### src/rtl/core/crrt_pkg.sv
package crrt_pkg;

  localparam int MAX_ROUTES = 16;
  localparam int IDX_W = (MAX_ROUTES > 1) ? $clog2(MAX_ROUTES) : 1;
  localparam int CNT_W = $clog2(MAX_ROUTES + 1);

  localparam logic [1:0] CMD_ADD      = 2'd0;
  localparam logic [1:0] CMD_SET_LINK = 2'd1;
  localparam logic [1:0] CMD_LOOKUP   = 2'd2;

  localparam logic [1:0] STATUS_OK      = 2'd0;
  localparam logic [1:0] STATUS_FULL    = 2'd1;
  localparam logic [1:0] STATUS_NOMATCH = 2'd2;

  typedef struct packed {
    logic [1:0]  cmd;
    logic [23:0] point_code;
    logic [13:0] range_start;
    logic [13:0] range_end;
    logic [13:0] circuit;
    logic        link_state;
  } req_t;

  typedef struct packed {
    logic [1:0] status;
    logic       matched;
    logic       forward;
    logic [3:0] entry_index;
  } rsp_t;

  // One route as it sits in the entry memory, link flag included.
  typedef struct packed {
    logic [13:0] range_start;
    logic [13:0] range_end;
    logic [23:0] point_code;
    logic        link_up;
  } route_entry_t;

  localparam int ENTRY_W = $bits(route_entry_t);

  // The reported index carries the low four bits of the route index.
  function automatic logic [3:0] index_field(logic [IDX_W-1:0] idx);
    logic [IDX_W+3:0] wide;
    wide = {4'b0000, idx};
    return wide[3:0];
  endfunction

endpackage

### src/rtl/core/crrt_ram.sv
module crrt_ram #(
  parameter int WIDTH = 8,
  parameter int DEPTH = 16
) (
  input  logic                                        clk,
  input  logic                                        wr_en,
  input  logic [((DEPTH > 1) ? $clog2(DEPTH) : 1)-1:0] wr_addr,
  input  logic [WIDTH-1:0]                            wr_data,
  input  logic                                        rd_en,
  input  logic [((DEPTH > 1) ? $clog2(DEPTH) : 1)-1:0] rd_addr,
  output logic [WIDTH-1:0]                            rd_data
);

  logic [WIDTH-1:0] mem [DEPTH];

  always_ff @(posedge clk) begin
    if (wr_en) begin
      mem[wr_addr] <= wr_data;
    end
    if (rd_en) begin
      rd_data <= mem[rd_addr];
    end
  end

endmodule

### src/rtl/core/circuit_range_route_table.sv
// Route table of up to crrt_pkg::MAX_ROUTES circuit ranges keyed by point code. One
// response transaction follows every request transaction. An add or an unused command
// code goes straight from acceptance to the result state. Set link and lookup scan the
// stored routes in insertion order, one entry memory read per cycle, and stop at the
// first match; a scan that finds nothing ends once every stored route has been checked.
// The entry memory has a single read port. A new request is accepted in the cycle
// after the previous response has been handed to the output register, even while
// that response waits.
module circuit_range_route_table (
  input  logic          clk,
  input  logic          rst,
  input  logic          req_valid,
  output logic          req_stall,
  input  crrt_pkg::req_t req,
  output logic          rsp_valid,
  input  logic          rsp_stall,
  output crrt_pkg::rsp_t rsp
);

  typedef enum logic [2:0] {
    S_IDLE   = 3'b001,
    S_SCAN   = 3'b010,
    S_RESULT = 3'b100
  } state_t;

  state_t                          state, state_next;
  crrt_pkg::req_t                  item, item_next;
  crrt_pkg::rsp_t                  result, result_next;
  crrt_pkg::rsp_t                  rsp_next;
  logic                            rsp_valid_next;
  logic [crrt_pkg::CNT_W-1:0]      route_count, route_count_next;
  logic [crrt_pkg::CNT_W-1:0]      scan_idx, scan_idx_next;
  logic                            chk_valid, chk_valid_next;
  logic [crrt_pkg::IDX_W-1:0]      chk_idx, chk_idx_next;

  logic                            accept;
  logic                            full;
  logic                            scan_issue;
  logic                            set_hit;
  logic                            look_hit;
  logic                            hit;
  crrt_pkg::route_entry_t          entry;
  crrt_pkg::route_entry_t          wr_entry;
  logic                            wr_en;
  logic [crrt_pkg::IDX_W-1:0]      wr_addr;
  logic [crrt_pkg::ENTRY_W-1:0]    rd_data;

  crrt_ram #(
    .WIDTH(crrt_pkg::ENTRY_W),
    .DEPTH(crrt_pkg::MAX_ROUTES)
  ) u_entries (
    .clk    (clk),
    .wr_en  (wr_en),
    .wr_addr(wr_addr),
    .wr_data(wr_entry),
    .rd_en  (scan_issue),
    .rd_addr(scan_idx[crrt_pkg::IDX_W-1:0]),
    .rd_data(rd_data)
  );

  assign entry      = crrt_pkg::route_entry_t'(rd_data);
  assign req_stall  = (state != S_IDLE);
  assign accept     = req_valid && !req_stall;
  assign full       = (route_count == crrt_pkg::CNT_W'(crrt_pkg::MAX_ROUTES));
  assign scan_issue = (state == S_SCAN) && (scan_idx < route_count);

  assign set_hit  = (entry.range_start == item.range_start) &&
                    (entry.range_end == item.range_end) &&
                    (entry.point_code == item.point_code);
  assign look_hit = (entry.point_code == item.point_code) &&
                    (item.circuit >= entry.range_start) &&
                    (item.circuit <= entry.range_end);
  assign hit      = chk_valid && ((item.cmd == crrt_pkg::CMD_SET_LINK) ? set_hit : look_hit);

  always_comb begin
    state_next       = state;
    item_next        = item;
    result_next      = result;
    rsp_next         = rsp;
    rsp_valid_next   = rsp_valid && rsp_stall;
    route_count_next = route_count;
    scan_idx_next    = scan_idx;
    chk_valid_next   = chk_valid;
    chk_idx_next     = chk_idx;
    wr_en            = 1'b0;
    wr_addr          = route_count[crrt_pkg::IDX_W-1:0];
    wr_entry         = '{range_start: req.range_start, range_end: req.range_end,
                         point_code: req.point_code, link_up: 1'b0};

    unique case (state)
      S_IDLE: begin
        if (accept) begin
          item_next      = req;
          scan_idx_next  = '0;
          chk_valid_next = 1'b0;
          result_next    = '{status: crrt_pkg::STATUS_NOMATCH, matched: 1'b0,
                             forward: 1'b0, entry_index: 4'd0};
          if (req.cmd == crrt_pkg::CMD_ADD) begin
            if (full) begin
              result_next.status = crrt_pkg::STATUS_FULL;
            end else begin
              wr_en                   = 1'b1;
              route_count_next        = route_count + 1'b1;
              result_next.status      = crrt_pkg::STATUS_OK;
              result_next.entry_index =
                crrt_pkg::index_field(route_count[crrt_pkg::IDX_W-1:0]);
            end
            state_next = S_RESULT;
          end else if (req.cmd == crrt_pkg::CMD_SET_LINK ||
                       req.cmd == crrt_pkg::CMD_LOOKUP) begin
            state_next = S_SCAN;
          end else begin
            state_next = S_RESULT;
          end
        end
      end
      S_SCAN: begin
        // Reads are pipelined: the entry read last cycle is checked while the
        // next one is being fetched.
        chk_valid_next = scan_issue;
        chk_idx_next   = scan_idx[crrt_pkg::IDX_W-1:0];
        scan_idx_next  = scan_idx + crrt_pkg::CNT_W'(scan_issue);
        if (hit) begin
          result_next.status      = crrt_pkg::STATUS_OK;
          result_next.matched     = 1'b1;
          result_next.entry_index = crrt_pkg::index_field(chk_idx);
          if (item.cmd == crrt_pkg::CMD_SET_LINK) begin
            wr_en            = 1'b1;
            wr_addr          = chk_idx;
            wr_entry         = entry;
            wr_entry.link_up = item.link_state;
          end else begin
            result_next.forward = entry.link_up;
          end
          chk_valid_next = 1'b0;
          state_next     = S_RESULT;
        end else if (!scan_issue && !chk_valid) begin
          state_next = S_RESULT;
        end
      end
      S_RESULT: begin
        if (!rsp_valid || !rsp_stall) begin
          rsp_next       = result;
          rsp_valid_next = 1'b1;
          state_next     = S_IDLE;
        end
      end
      default: begin
        state_next = S_IDLE;
      end
    endcase
  end

  always_ff @(posedge clk) begin
    if (rst) begin
      state       <= S_IDLE;
      route_count <= '0;
      chk_valid   <= 1'b0;
      rsp_valid   <= 1'b0;
    end else begin
      state       <= state_next;
      route_count <= route_count_next;
      chk_valid   <= chk_valid_next;
      rsp_valid   <= rsp_valid_next;
    end
  end

  always_ff @(posedge clk) begin
    item     <= item_next;
    result   <= result_next;
    rsp      <= rsp_next;
    scan_idx <= scan_idx_next;
    chk_idx  <= chk_idx_next;
  end

endmodule
### config.mk
export PLATFORM = sky130hd
export DESIGN_NAME = circuit_range_route_table
export DESIGN_NICKNAME = d
export VERILOG_FILES = /design/src/rtl/core/crrt_pkg.sv /design/src/rtl/core/crrt_ram.sv /design/src/rtl/core/circuit_range_route_table.sv
export SDC_FILE = /design/constraint.sdc
export NUM_CORES = 1
export LEC_CHECK = 0
export BUFFER_PORTS_ARGS = -buffer_cell sky130_fd_sc_hd__clkbuf_2
export CELL_PAD_IN_SITES_DETAIL_PLACEMENT = 1
export CELL_PAD_IN_SITES_GLOBAL_PLACEMENT = 1
export CORE_MARGIN = 2
export CORE_UTILIZATION = 55
export CTS_CLUSTER_DIAMETER = 200
export DETAILED_ROUTE_END_ITERATION = 10
export PLACE_DENSITY = 0.86
export SYNTH_ARGS = -nofsm -noshare
export SYNTH_HDL_FRONTEND = slang
export SYNTH_SLANG_ARGS = --single-unit
### constraint.sdc
create_clock -name clk -period 8.98 [get_ports clk]
set_input_delay 1.796 -clock clk [delete_from_list [all_inputs] [get_ports clk]]
set_output_delay 1.796 -clock clk [all_outputs]
set_load 0.03 [all_outputs]
==> impl_metrics.csv, run 1 <==
group,metric,value,unit
worst_setup_path,critPathMaxFanout,53,
placement,place.gp.congestion,0.857,
synthesis,ys_types,55,
synthesis,ys_ff_latch,1005,
global_routing,overflow,0,
timing,tns,0,ns
timing,fin_ws,4.34,ns
die,fp-row-count,97,
placement,place_inst,2706,
placement,port_buffers,82,
route,drt_iter0_drc,2336,
synthesis,synth-xor-area-share,1.32,%
synthesis,synth.cell_area,39200,um^2
global_routing,antenna_found_initial,0,
layout,antenna_cells,0,
route,wire_per_inst,34.8,um
route,drcViolationCount,0,
power,ir_drop,169,uV
layout,nFillCells,5653,
clock_network,cts_setup_buffers,0,
clock_network,cts_buffers,98,
layout,layout_commonest_cell,"edfxtp_1",
clock_network,htreeDepth,3,
global_routing,grt_pass1_vias,20800,
route,ant_nets,0,
die,die_h,271,um
status,status,"completed",
route,via_per_inst,6.67,
power,power_density,223,nW/um^2
clock_network,insertion_delay,0.66,ns
die,core-area,70400,um^2
worst_setup_path,crit_path_start_kind,"flip-flop",
worst_setup_path,endpoint_kind,"flip-flop",
timing,slew_violations,0,
layout,seq_area,30100,um^2
timing,hold_viol,0,
placement,post-dp-hpwl,53.1,mm
synthesis,postSynthCellCount,1726,
clock_network,clkTransAtPathRegs,0.06,ns
global_routing,track_usage,28.1,%
clock_network,clock-sinks,1005,
clock_network,postCtsHoldBufs,0,
timing,finalCritPeriodShare,51.7,%
placement,pre_cts_ws,4.26,ns
synthesis,yosys.area_share.adder,1.18,%
die,ios,83,
timing,fin_worst_skew,0.0272,ns
worst_setup_path,cp.arrival,4.90,ns
clock_network,clk_path_buf_depth,3,
synthesis,syn_area_per_cell,22.7,um^2
hold_path,hold_path.class,"flip-flop to flip-flop",
route,dr_total_vias,19200,
synthesis,syn_nets,1836,
worst_setup_path,worstPathRequired,9.24,ns
synthesis,muxShareOfSynthArea,16.7,%
route,wirelength,101,mm
layout,syn_to_final_growth,12.3,%
synthesis,synth_top_family_by_area,"multiplexers",
synthesis,synth_top_area_cell,"edfxtp_1",
clock_network,root_buffer,"clkbuf_16",
layout,multi_input_area,8890,um^2
timing,report.final.setup_viol,0,
worst_setup_path,critPathKind,"flip-flop to flip-flop",
power,p_leak,13.9,nW
timing,worst_slew_pin_slew,1.26,ns
timing,slew_headroom,16.2,%
layout,final_cells,2885,
synthesis,synth_compound_area_share,1.06,%
synthesis,ys_seq_area_share,76.6,%
synthesis,synth_ff_type,"edfxtp_1",
layout,mostFrequentLayoutCells,"995 x edfxtp_1, 265 x mux4_2, 99 x clkbuf_16",
route,dr.pass1.iters,7,
die,start_util,55.8,%
layout,drive_above_1_share,30.2,%
synthesis,yosys-top-cells-area,"edfxtp_1 76%, mux4_2 15%, mux2_2 1.3%",
clock_network,cts_tree,"built",
global_routing,grt_pass1_wl,147,mm
clock_network,ctsResizeCount,0,
synthesis,synth_top_area_share,76.1,%
synthesis,async_flop_share,0,%
power,power,9.84,mW
layout,fin_util,62.6,%
timing,fin_crit,4.64,ns
timing,rsz0062_at_grt,"no",
die,die_w,271,um
synthesis,synth_edf_count,995,
layout,nets,1976,
synthesis,ys_warn_count,0,
synthesis,synth-simple-area-share,1.83,%
global_routing,grt_max_degree,170,
die,dieArea,73500,um^2
flow_run,maxCapViolCount,0,
timing,fmax,215,MHz
[final cells by class]
cell class | instances | area share (%)
clock buffers | 125 | 5.86
clock inverters | 54 | 1.21
inverters | 43 | 0.369
multi-input cells | 606 | 20.2
flip-flops and latches | 1005 | 68.2
well taps | 940 | 2.67
repair buffers | 112 | 1.50
[per-layer routing]
metal | share of wire, % | GRT usage [%] | up-vias
met3 | 7.8 | 4.76 | 300
met5 | 0 | 0 | -
met1 | 36 | 36.6 | 10300
met2 | 51 | 47.5 | 1143
met4 | 4.4 | 11.8 | 0
li1 | - | - | 7535
[synthesized netlist by cell type (2+ instances only)]
master,number
nor4_1,5
or2_2,5
and2_1,4
dfxtp_1,10
nand4_1,18
nand2_1,30
nand4b_1,2
a41o_1,2
edfxtp_1,995
inv_1,42
xor2_1,13
a211oi_1,2
nor3_1,3
o32ai_1,8
a21o_1,4
mux2_1,5
nor2_1,28
buf_2,19
o31ai_1,5
o211ai_1,2
nand3_1,8
nor2b_1,2
buf_6,6
mux4_2,265
o21ai_0,8
clkbuf_1,42
buf_1,5
a21oi_1,16
o41ai_1,5
nand2b_1,10
mux2_2,47
xnor2_1,46
ha_1,37
or3_1,6
[final timing paths]
check / start / endpoint / slack, ns / depth (start not counted)
setup / recovery: u_entries.rd_data[3]$_DFFE_PP_ / u_entries.mem[9][35]$_DFFE_PP_ / 4.34 / 8
hold / removal: result[2]$_DFFE_PP_ / rsp[2]$_DFFE_PP_ / 0.42 / 0
setup reg to reg: u_entries.rd_data[3]$_DFFE_PP_ / u_entries.mem[9][35]$_DFFE_PP_ / 4.34 / 8
hold reg to reg: result[2]$_DFFE_PP_ / rsp[2]$_DFFE_PP_ / 0.42 / 0
[worst max-delay path, cell delays in order (launching register included)]
cell	delay, ns
edfxtp_1	0.41
xor2_1	0.17
nor4_1	0.66
and4bb_2	0.35
nand4_1	0.36
nor3_4	0.30
buf_4	0.76
a41o_2	0.32
buf_4	0.88
[state kept, by name, indices dropped and copies added (netlist names)]
register	cells
u_entries.mem	848
item	69
u_entries.rd_data	53
result	8
rsp	8
route_count	5
scan_idx	5
chk_idx	4
state	3
chk_valid	1
rsp_valid	1
[stage by stage]
step           hold slack (ns)  instance area [um^2]
5_1_grt                  0.422                 44100
4_1_cts                  0.420                 44100
2_1_floorplan            0.400                 39200
6_report                 0.420                 44100
3_5_place_dp             0.406                 41000
3_3_place_gp             0.402                 41000
[cell families (layout without fill, tap and decap cells)]
logic type	count (synthesis)	count (layout)
muxes	317	317
xor gates and xnor gates	59	59
AOI/OAI and AO/OA	60	60
adders and majority gates	37	37
DFF	1005	1005
and+or+nand+nor	133	133
buffers and inverters	115	334
[report_power, final]
part	switching [mW]	internal [mW]
registers	0.0258	5.21
clock network	1.74	2.30
logic	0.318	0.240
Note: power is estimated with default switching activity, not from simulation.
==> run 2: changes to the inputs <==
--- a/config.mk
+++ b/config.mk
@@ -9,10 +9,10 @@
 export CELL_PAD_IN_SITES_DETAIL_PLACEMENT = 1
 export CELL_PAD_IN_SITES_GLOBAL_PLACEMENT = 1
 export CORE_MARGIN = 2
-export CORE_UTILIZATION = 55
+export CORE_UTILIZATION = 50
 export CTS_CLUSTER_DIAMETER = 200
 export DETAILED_ROUTE_END_ITERATION = 10
-export PLACE_DENSITY = 0.86
+export PLACE_DENSITY = 0.83
 export SYNTH_ARGS = -nofsm -noshare
 export SYNTH_HDL_FRONTEND = slang
 export SYNTH_SLANG_ARGS = --single-unit
==> constraint.sdc (replaced) <==
create_clock -name clk -period 3.9 [get_ports clk]
set_input_delay 0.78 -clock clk [delete_from_list [all_inputs] [get_ports clk]]
set_output_delay 0.78 -clock clk [all_outputs]
set_load 0.03 [all_outputs]
==> run 2 against run 1 <==
Net effect: first-iteration DRC count down 8.9%; clock power up 140%; combinational power up 130%; non-clock buffer count up 22; setup slack worse by 4.0 ns; wire length down 1.2%; register-to-register slack worse by 4.0 ns; critical path depth unchanged; die area up 9.9%; core utilization down 4.7 points; sequential share of layout area down 1.3 points; largest power group unchanged.
==> impl_metrics.csv, run 2 (synthesized netlist as in run 1, its figures left out) <==
group,metric,value,unit
timing,fin_crit,3.61,ns
die,dieArea,80800,um^2
worst_setup_path,critPathKind,"flip-flop to flip-flop",
route,wirelength,99.3,mm
route,dr_total_vias,19000,
layout,mostFrequentLayoutCells,"995 x edfxtp_1, 265 x mux4_2, 103 x clkbuf_16",
die,die_w,284,um
worst_setup_path,critPathMaxFanout,17,
layout,drive_above_1_share,31.4,%
placement,place_inst,2826,
power,p_sw,4.90,mW
layout,layout_commonest_cell,"edfxtp_1",
route,ant_nets,0,
placement,post-dp-hpwl,55.7,mm
status,status,"completed",
power,p_leak,14.2,nW
timing,slew_violations,0,
clock_network,postCtsHoldBufs,0,
flow_run,maxCapViolCount,0,
clock_network,insertion_delay,0.68,ns
global_routing,use_met2,41.3,%
power,power_density,510,nW/um^2
worst_setup_path,worst_r2r_startpoint,"u_entries.rd_data[7]$_DFFE_PP_",
timing,finalCritPeriodShare,92.5,%
power,p_comb_share,5.6,%
worst_setup_path,crit_path_start_kind,"flip-flop",
timing,report.final.setup_viol,0,
timing,fin_ws,0.294,ns
power,ir_drop,425,uV
global_routing,grt_max_degree,118,
clock_network,cts_buffers,100,
power,pwr-share-clk,41.7,%
worst_setup_path,endpoint_kind,"flip-flop",
timing,rsz0062_at_grt,"no",
layout,final_cells,3014,
worst_setup_path,r2r_setup_slack,0.29,ns
timing,fmax,277,MHz
clock_network,clk_path_buf_depth,3,
placement,pre_cts_ws,0.0184,ns
global_routing,grt_pass1_vias,20600,
route,dr.pass1.iters,5,
global_routing,antenna_found_initial,1,
route,via_per_inst,6.30,
die,ios,83,
worst_setup_path,cp.arrival,3.92,ns
layout,reg.largest.list,"u_entries.mem x848, item x69, u_entries.rd_data x53",
route,drt_iter0_drc,2127,
global_routing,grt_pass1_wl,145,mm
placement,place.gp.congestion,0.811,
clock_network,cts_tree,"built",
route,wire_per_inst,32.9,um
timing,slew_headroom,44.1,%
clock_network,htreeDepth,3,
global_routing,use_met1,33.3,%
clock_network,clkTransAtPathRegs,0.06,ns
die,die_h,284,um
clock_network,root_buffer,"clkbuf_16",
clock_network,clock-sinks,1005,
layout,nets,2000,
global_routing,overflow,0,
route,drcViolationCount,0,
global_routing,grt_busiest_layer,"met2",
placement,port_buffers,82,
power,p_int,18.0,mW
die,start_util,50.6,%
worst_setup_path,r2r_cells,8,
worst_setup_path,rr_endpoint,"u_entries.mem[1][28]$_DFFE_PP_",
layout,largest_reg_flops,848,
timing,fin_worst_skew,0.0434,ns
worst_setup_path,startpoint,"u_entries.rd_data[7]$_DFFE_PP_",
hold_path,hold_path.class,"input pin to flip-flop",
power,power_frac_seq,52.7,%
global_routing,use_met3,5.44,%
layout,syn_to_final_growth,14.4,%
power,p_sw_share,21.4,%
die,core-area,77600,um^2
worst_setup_path,worstPathRequired,4.21,ns
layout,regMostFlops,"u_entries.mem",
global_routing,track_usage,25.0,%
die,fp-row-count,102,
timing,hold_viol,0,
worst_setup_path,endpoint,"u_entries.mem[1][28]$_DFFE_PP_",
timing,worst_slew_pin_slew,0.839,ns
run 2: cell types whose count changed in the layout (fill, tap and decap cells not counted), sizes merged:
cell      change
buf          +22
clkbuf        -3
clkinv        +8
clkinvlp      +2
diode         +1
inv           -1
run 2: worst min-delay path by stage:
stage / startpoint / end / slack [ns] / cells after the start
detailed placement: result[7]$_SDFFCE_PP0P_ / rsp[7]$_DFFE_PP_ / 0.41 / 0
floorplan: result[0]$_DFFE_PP_ / rsp[0]$_DFFE_PP_ / 0.40 / 0
global placement: result[7]$_SDFFCE_PP0P_ / rsp[7]$_DFFE_PP_ / 0.40 / 0
CTS: req[43] / item[43]$_DFFE_PP_ / 0.28 / 1
finish: req[43] / item[43]$_DFFE_PP_ / 0.31 / 1
global route: req[14] / item[14]$_DFFE_PP_ / 0.29 / 1
run 2: metal layers:
layer | routed length, um | up-vias
li1 | - | 7591
met1 | 38700 | 10200
met2 | 49800 | 974
met3 | 7420 | 215
met4 | 3280 | 2
met5 | 8 | -
run 2: cell type report:
cell class / instances / area, um^2
Antenna cell: 1 / 2.50
Clock buffer: 122 / 2650
Clock inverter: 63 / 599
Fill cell: 6537 / 32700
Inverter: 43 / 163
Multi-Input combinational cell: 606 / 8960
Sequential cell: 1005 / 30100
Tap cell: 1040 / 1300
Timing Repair Buffer: 134 / 1160
run 2: timing repair:
| item | in CTS | in global routing |
|---|---|---|
| setup endpoints to repair | 53 | 16 |
| resized for setup | 0 | 1 |
| setup buffers | 2 | 0 |
| pin swaps | 1 | 0 |
run 2: critical path: stages (launching register included):
cell and delay [ns]:
edfxtp_1 0.41, xnor2_1 0.29, nand4_1 0.14, or4_1 0.70, nor3_2 0.39, nand2b_4 0.32
buf_4 0.25, o32ai_4 0.33, buf_4 0.38
run 2: power groups by stage:
stage / combinational [mW] / clock [mW] / sequential [mW]
finish: 1.29 / 9.56 / 12.1
detailed placement: 1.28 / 0 / 12.3
global route: 1.37 / 10.0 / 12.1
floorplan: 0.867 / 0 / 12.3
CTS: 1.30 / 9.67 / 12.1
global placement: 1.22 / 0 / 12.3
run 2: through the flow:
stage / power (mW) / setup TNS, ns / utilization [%] / instance area, um^2 / hold slack (ns)
6_report: 22.9 / 0 / 57.9 / 44900 / 0.305
5_1_grt: 23.5 / 0 / 57.9 / 44900 / 0.288
4_1_cts: 23.0 / 0 / 57.9 / 44900 / 0.282
3_5_place_dp: 13.6 / 0 / 53.7 / 41600 / 0.412
3_3_place_gp: 13.5 / 0 / 53.7 / 41600 / 0.405
2_1_floorplan: 13.1 / -264.01 / - / 39500 / 0.400
==> run 3: changes to the inputs <==
--- a/config.mk
+++ b/config.mk
@@ -5,11 +5,12 @@
 export SDC_FILE = /design/constraint.sdc
 export NUM_CORES = 1
 export LEC_CHECK = 0
+export ABC_AREA = 1
 export BUFFER_PORTS_ARGS = -buffer_cell sky130_fd_sc_hd__clkbuf_2
 export CELL_PAD_IN_SITES_DETAIL_PLACEMENT = 1
 export CELL_PAD_IN_SITES_GLOBAL_PLACEMENT = 1
 export CORE_MARGIN = 2
-export CORE_UTILIZATION = 50
+export CORE_UTILIZATION = 47
 export CTS_CLUSTER_DIAMETER = 200
 export DETAILED_ROUTE_END_ITERATION = 10
 export PLACE_DENSITY = 0.83
==> run 3 against run 2 <==
Net effect: critical path depth rose by 2; synthesized cell count is 74% higher; cell count rose by 44%; first-iteration DRC count is 20% higher; total power rose by 21%; combinational power grew to 4.2 times the previous value.
==> impl_metrics.csv, run 3 <==
group,metric,value,unit
die,start_util,47.4,%
synthesis,ys_types,41,
layout,mostFrequentLayoutCells,"995 x edfxtp_1, 506 x nor2_1, 342 x nand2_1",
hold_path,holdCritStartpoint,"req[7]",
power,p_int,19.4,mW
synthesis,yosysMostFrequentCell,"edfxtp_1",
global_routing,grt_max_degree,169,
power,p_comb_share,19.7,%
route,wire_per_inst,27.5,um
timing,fin_ws,0.132,ns
timing,slew_violations,0,
worst_setup_path,r2r_cells,10,
timing,whs,0.269,ns
layout,regMostFlops,"u_entries.mem",
worst_setup_path,critPathTopFamily,"simple AND/OR/NAND/NOR gates",
layout,final_cells,4329,
power,power,27.8,mW
synthesis,synth_edf_count,995,
layout,multi_input_area,9330,um^2
placement,place_inst,4136,
clock_network,insertion_delay,0.70,ns
route,dr_total_vias,26100,
timing,slew_headroom,8.25,%
timing,hold_viol,0,
worst_setup_path,crit_path_start_kind,"flip-flop",
global_routing,use_met2,45.8,%
layout,seq_area,30100,um^2
hold_path,hold_path.class,"input pin to flip-flop",
global_routing,overflow,0,
power,p_leak,15.7,nW
worst_setup_path,cp_num_cells,10,
layout,nets,3208,
route,wirelength,119,mm
power,pwr-share-clk,35.3,%
timing,fin_crit,3.77,ns
die,ios,83,
layout,layout_commonest_cell,"edfxtp_1",
timing,finalCritPeriodShare,96.6,%
layout,largest_reg_flops,848,
global_routing,grt_pass1_vias,27900,
layout,fin_util,54.0,%
worst_setup_path,critPathMaxFanout,54,
synthesis,postSynthCellCount,2998,
clock_network,clkTransAtPathRegs,0.06,ns
timing,fin_worst_skew,0.0408,ns
route,drcViolationCount,0,
synthesis,ys_seq_area_share,74.4,%
synthesis,synth_ff_type,"edfxtp_1",
global_routing,use_met3,4.14,%
global_routing,track_usage,26.6,%
worst_setup_path,startpoint,"u_entries.rd_data[39]$_DFFE_PP_",
placement,place.gp.congestion,0.817,
clock_network,ctsResizeCount,0,
global_routing,antenna_found_initial,0,
die,fp-row-count,107,
hold_path,hold_depth,1,
clock_network,root_buffer,"clkbuf_16",
placement,pre_cts_ws,0.189,ns
timing,fmax,265,MHz
route,ant_nets,0,
timing,worst_slew_pin_slew,1.37,ns
power,power_frac_seq,45.0,%
placement,dpl_cell_area,42700,um^2
clock_network,postCtsHoldBufs,0,
layout,drive_above_1_share,11.6,%
synthesis,synth_top_area_cell,"edfxtp_1",
power,p_sw,8.38,mW
worst_setup_path,worst_r2r_startpoint,"u_entries.rd_data[39]$_DFFE_PP_",
clock_network,cts_tree,"built",
die,die_h,297,um
worst_setup_path,cpPeakStageDelay,1.08,ns
global_routing,grt_pass1_wl,176,mm
clock_network,cts_buffers,104,
worst_setup_path,cp.arrival,4.06,ns
status,status,"completed",
worst_setup_path,cp_common_cell,"nand2_1",
worst_setup_path,crit_slowest_cell,"o21ai_1",
clock_network,clk_path_buf_depth,3,
worst_setup_path,path_buf_inv,1,
layout,reg.largest.list,"u_entries.mem x848, item x69, u_entries.rd_data x53",
synthesis,yosys-top-cells-area,"edfxtp_1 74%, nor2_1 4.9%, nand2_1 3.2%",
die,die_w,297,um
power,p_sw_share,30.2,%
clock_network,htreeDepth,3,
worst_setup_path,crit_chain,"xnor2_1 -> nand2_1 -> nor2_1 -> nand2_1 -> nor2_1 -> nand2_1 -> nand2_2 -> nand3_4 -> buf_12 -> o21ai_1",
synthesis,ys_ff_latch,1005,
global_routing,use_met1,33.2,%
synthesis,synth_common_cells,"995 x edfxtp_1, 524 x nor2_1, 343 x nand2_1",
clock_network,clock-sinks,1005,
die,core-area,85300,um^2
worst_setup_path,endpoint_kind,"flip-flop",
synthesis,ys_warn_count,0,
synthesis,synth_top_area_share,73.9,%
timing,tns,0,ns
route,dr.pass1.iters,5,
route,drt_iter0_drc,2563,
power,power_density,603,nW/um^2
timing,rsz0062_at_grt,"no",
global_routing,grt_busiest_layer,"met2",
route,via_per_inst,6.04,
placement,post-dp-hpwl,70.1,mm
synthesis,syn_nets,3108,
timing,report.final.setup_viol,0,
die,dieArea,88400,um^2
synthesis,syn_area_per_cell,13.5,um^2
power,ir_drop,508,uV
worst_setup_path,critPathKind,"flip-flop to flip-flop",
worst_setup_path,worstPathRequired,4.19,ns
placement,port_buffers,82,
clock_network,cts_setup_buffers,0,
synthesis,async_flop_share,0,%
synthesis,synth.cell_area,40400,um^2
layout,nFillCells,8336,
layout,antenna_cells,0,
layout,fin_area,46000,um^2
layout,syn_to_final_growth,13.8,%
flow_run,maxCapViolCount,0,
==> run 3: cell count changes after synthesis, moves of 35 or more <==
cell and change:
mux2_2 -47, mux4_2 -265, nor2_1 +496, o32ai_1 +114
nand2_1 +313, mux2i_1 +90, inv_1 +70, o221ai_1 +89
o21ai_1 +35, o21ai_0 +226, clkbuf_1 +74, nand3_1 +104
==> run 3: final cells by class <==
| cell class | instances | area share (%) |
|---|---|---|
| Inverter | 127 | 1.06 |
| Sequential cell | 1005 | 65.3 |
| Timing Repair Buffer | 163 | 2.97 |
| Tap cell | 1144 | 3.11 |
| Multi-Input combinational cell | 1697 | 20.3 |
| Clock buffer | 125 | 5.87 |
| Clock inverter | 68 | 1.38 |
==> run 3: cells by family (layout without fill, tap and decap cells) <==
family,Yosys count,count (layout),share of synthesized area (%)
AND/OR/NAND/NOR,1022,1022,10.2
multiplexers,90,90,2.23
AO/OA/AOI/OAI,524,524,8.60
flip-flops,1005,1005,74.4
adder cells (fa/ha/maj),37,37,1.14
buffers and inverters,296,483,2.92
XOR/XNOR,24,24,0.520
==> run 3: final timing paths <==
kind                                      to  slack (ns)
max reg2reg  u_entries.mem[10][42]$_DFFE_PP_        0.13
min                        item[7]$_DFFE_PP_        0.27
max          u_entries.mem[10][42]$_DFFE_PP_        0.13
min reg2reg                 rsp[5]$_DFFE_PP_        0.44
==> run 3: power groups by stage <==
| stage | clock (mW) | sequential (mW) | combinational [mW] |
|---|---|---|---|
| after floorplan | 0 | 12.6 | 3.53 |
| after global routing | 10.3 | 12.5 | 5.91 |
| after detailed placement | 0 | 12.7 | 5.38 |
| after CTS | 9.90 | 12.5 | 5.46 |
| final | 9.81 | 12.5 | 5.47 |
| after global placement | 0 | 12.7 | 5.07 |
==> run 3: routing by layer <==
metal	wire [um]	part of all wire (%)
met5	0	0
met4	5740	4.8
met3	8030	6.7
met2	59900	50
met1	45300	38
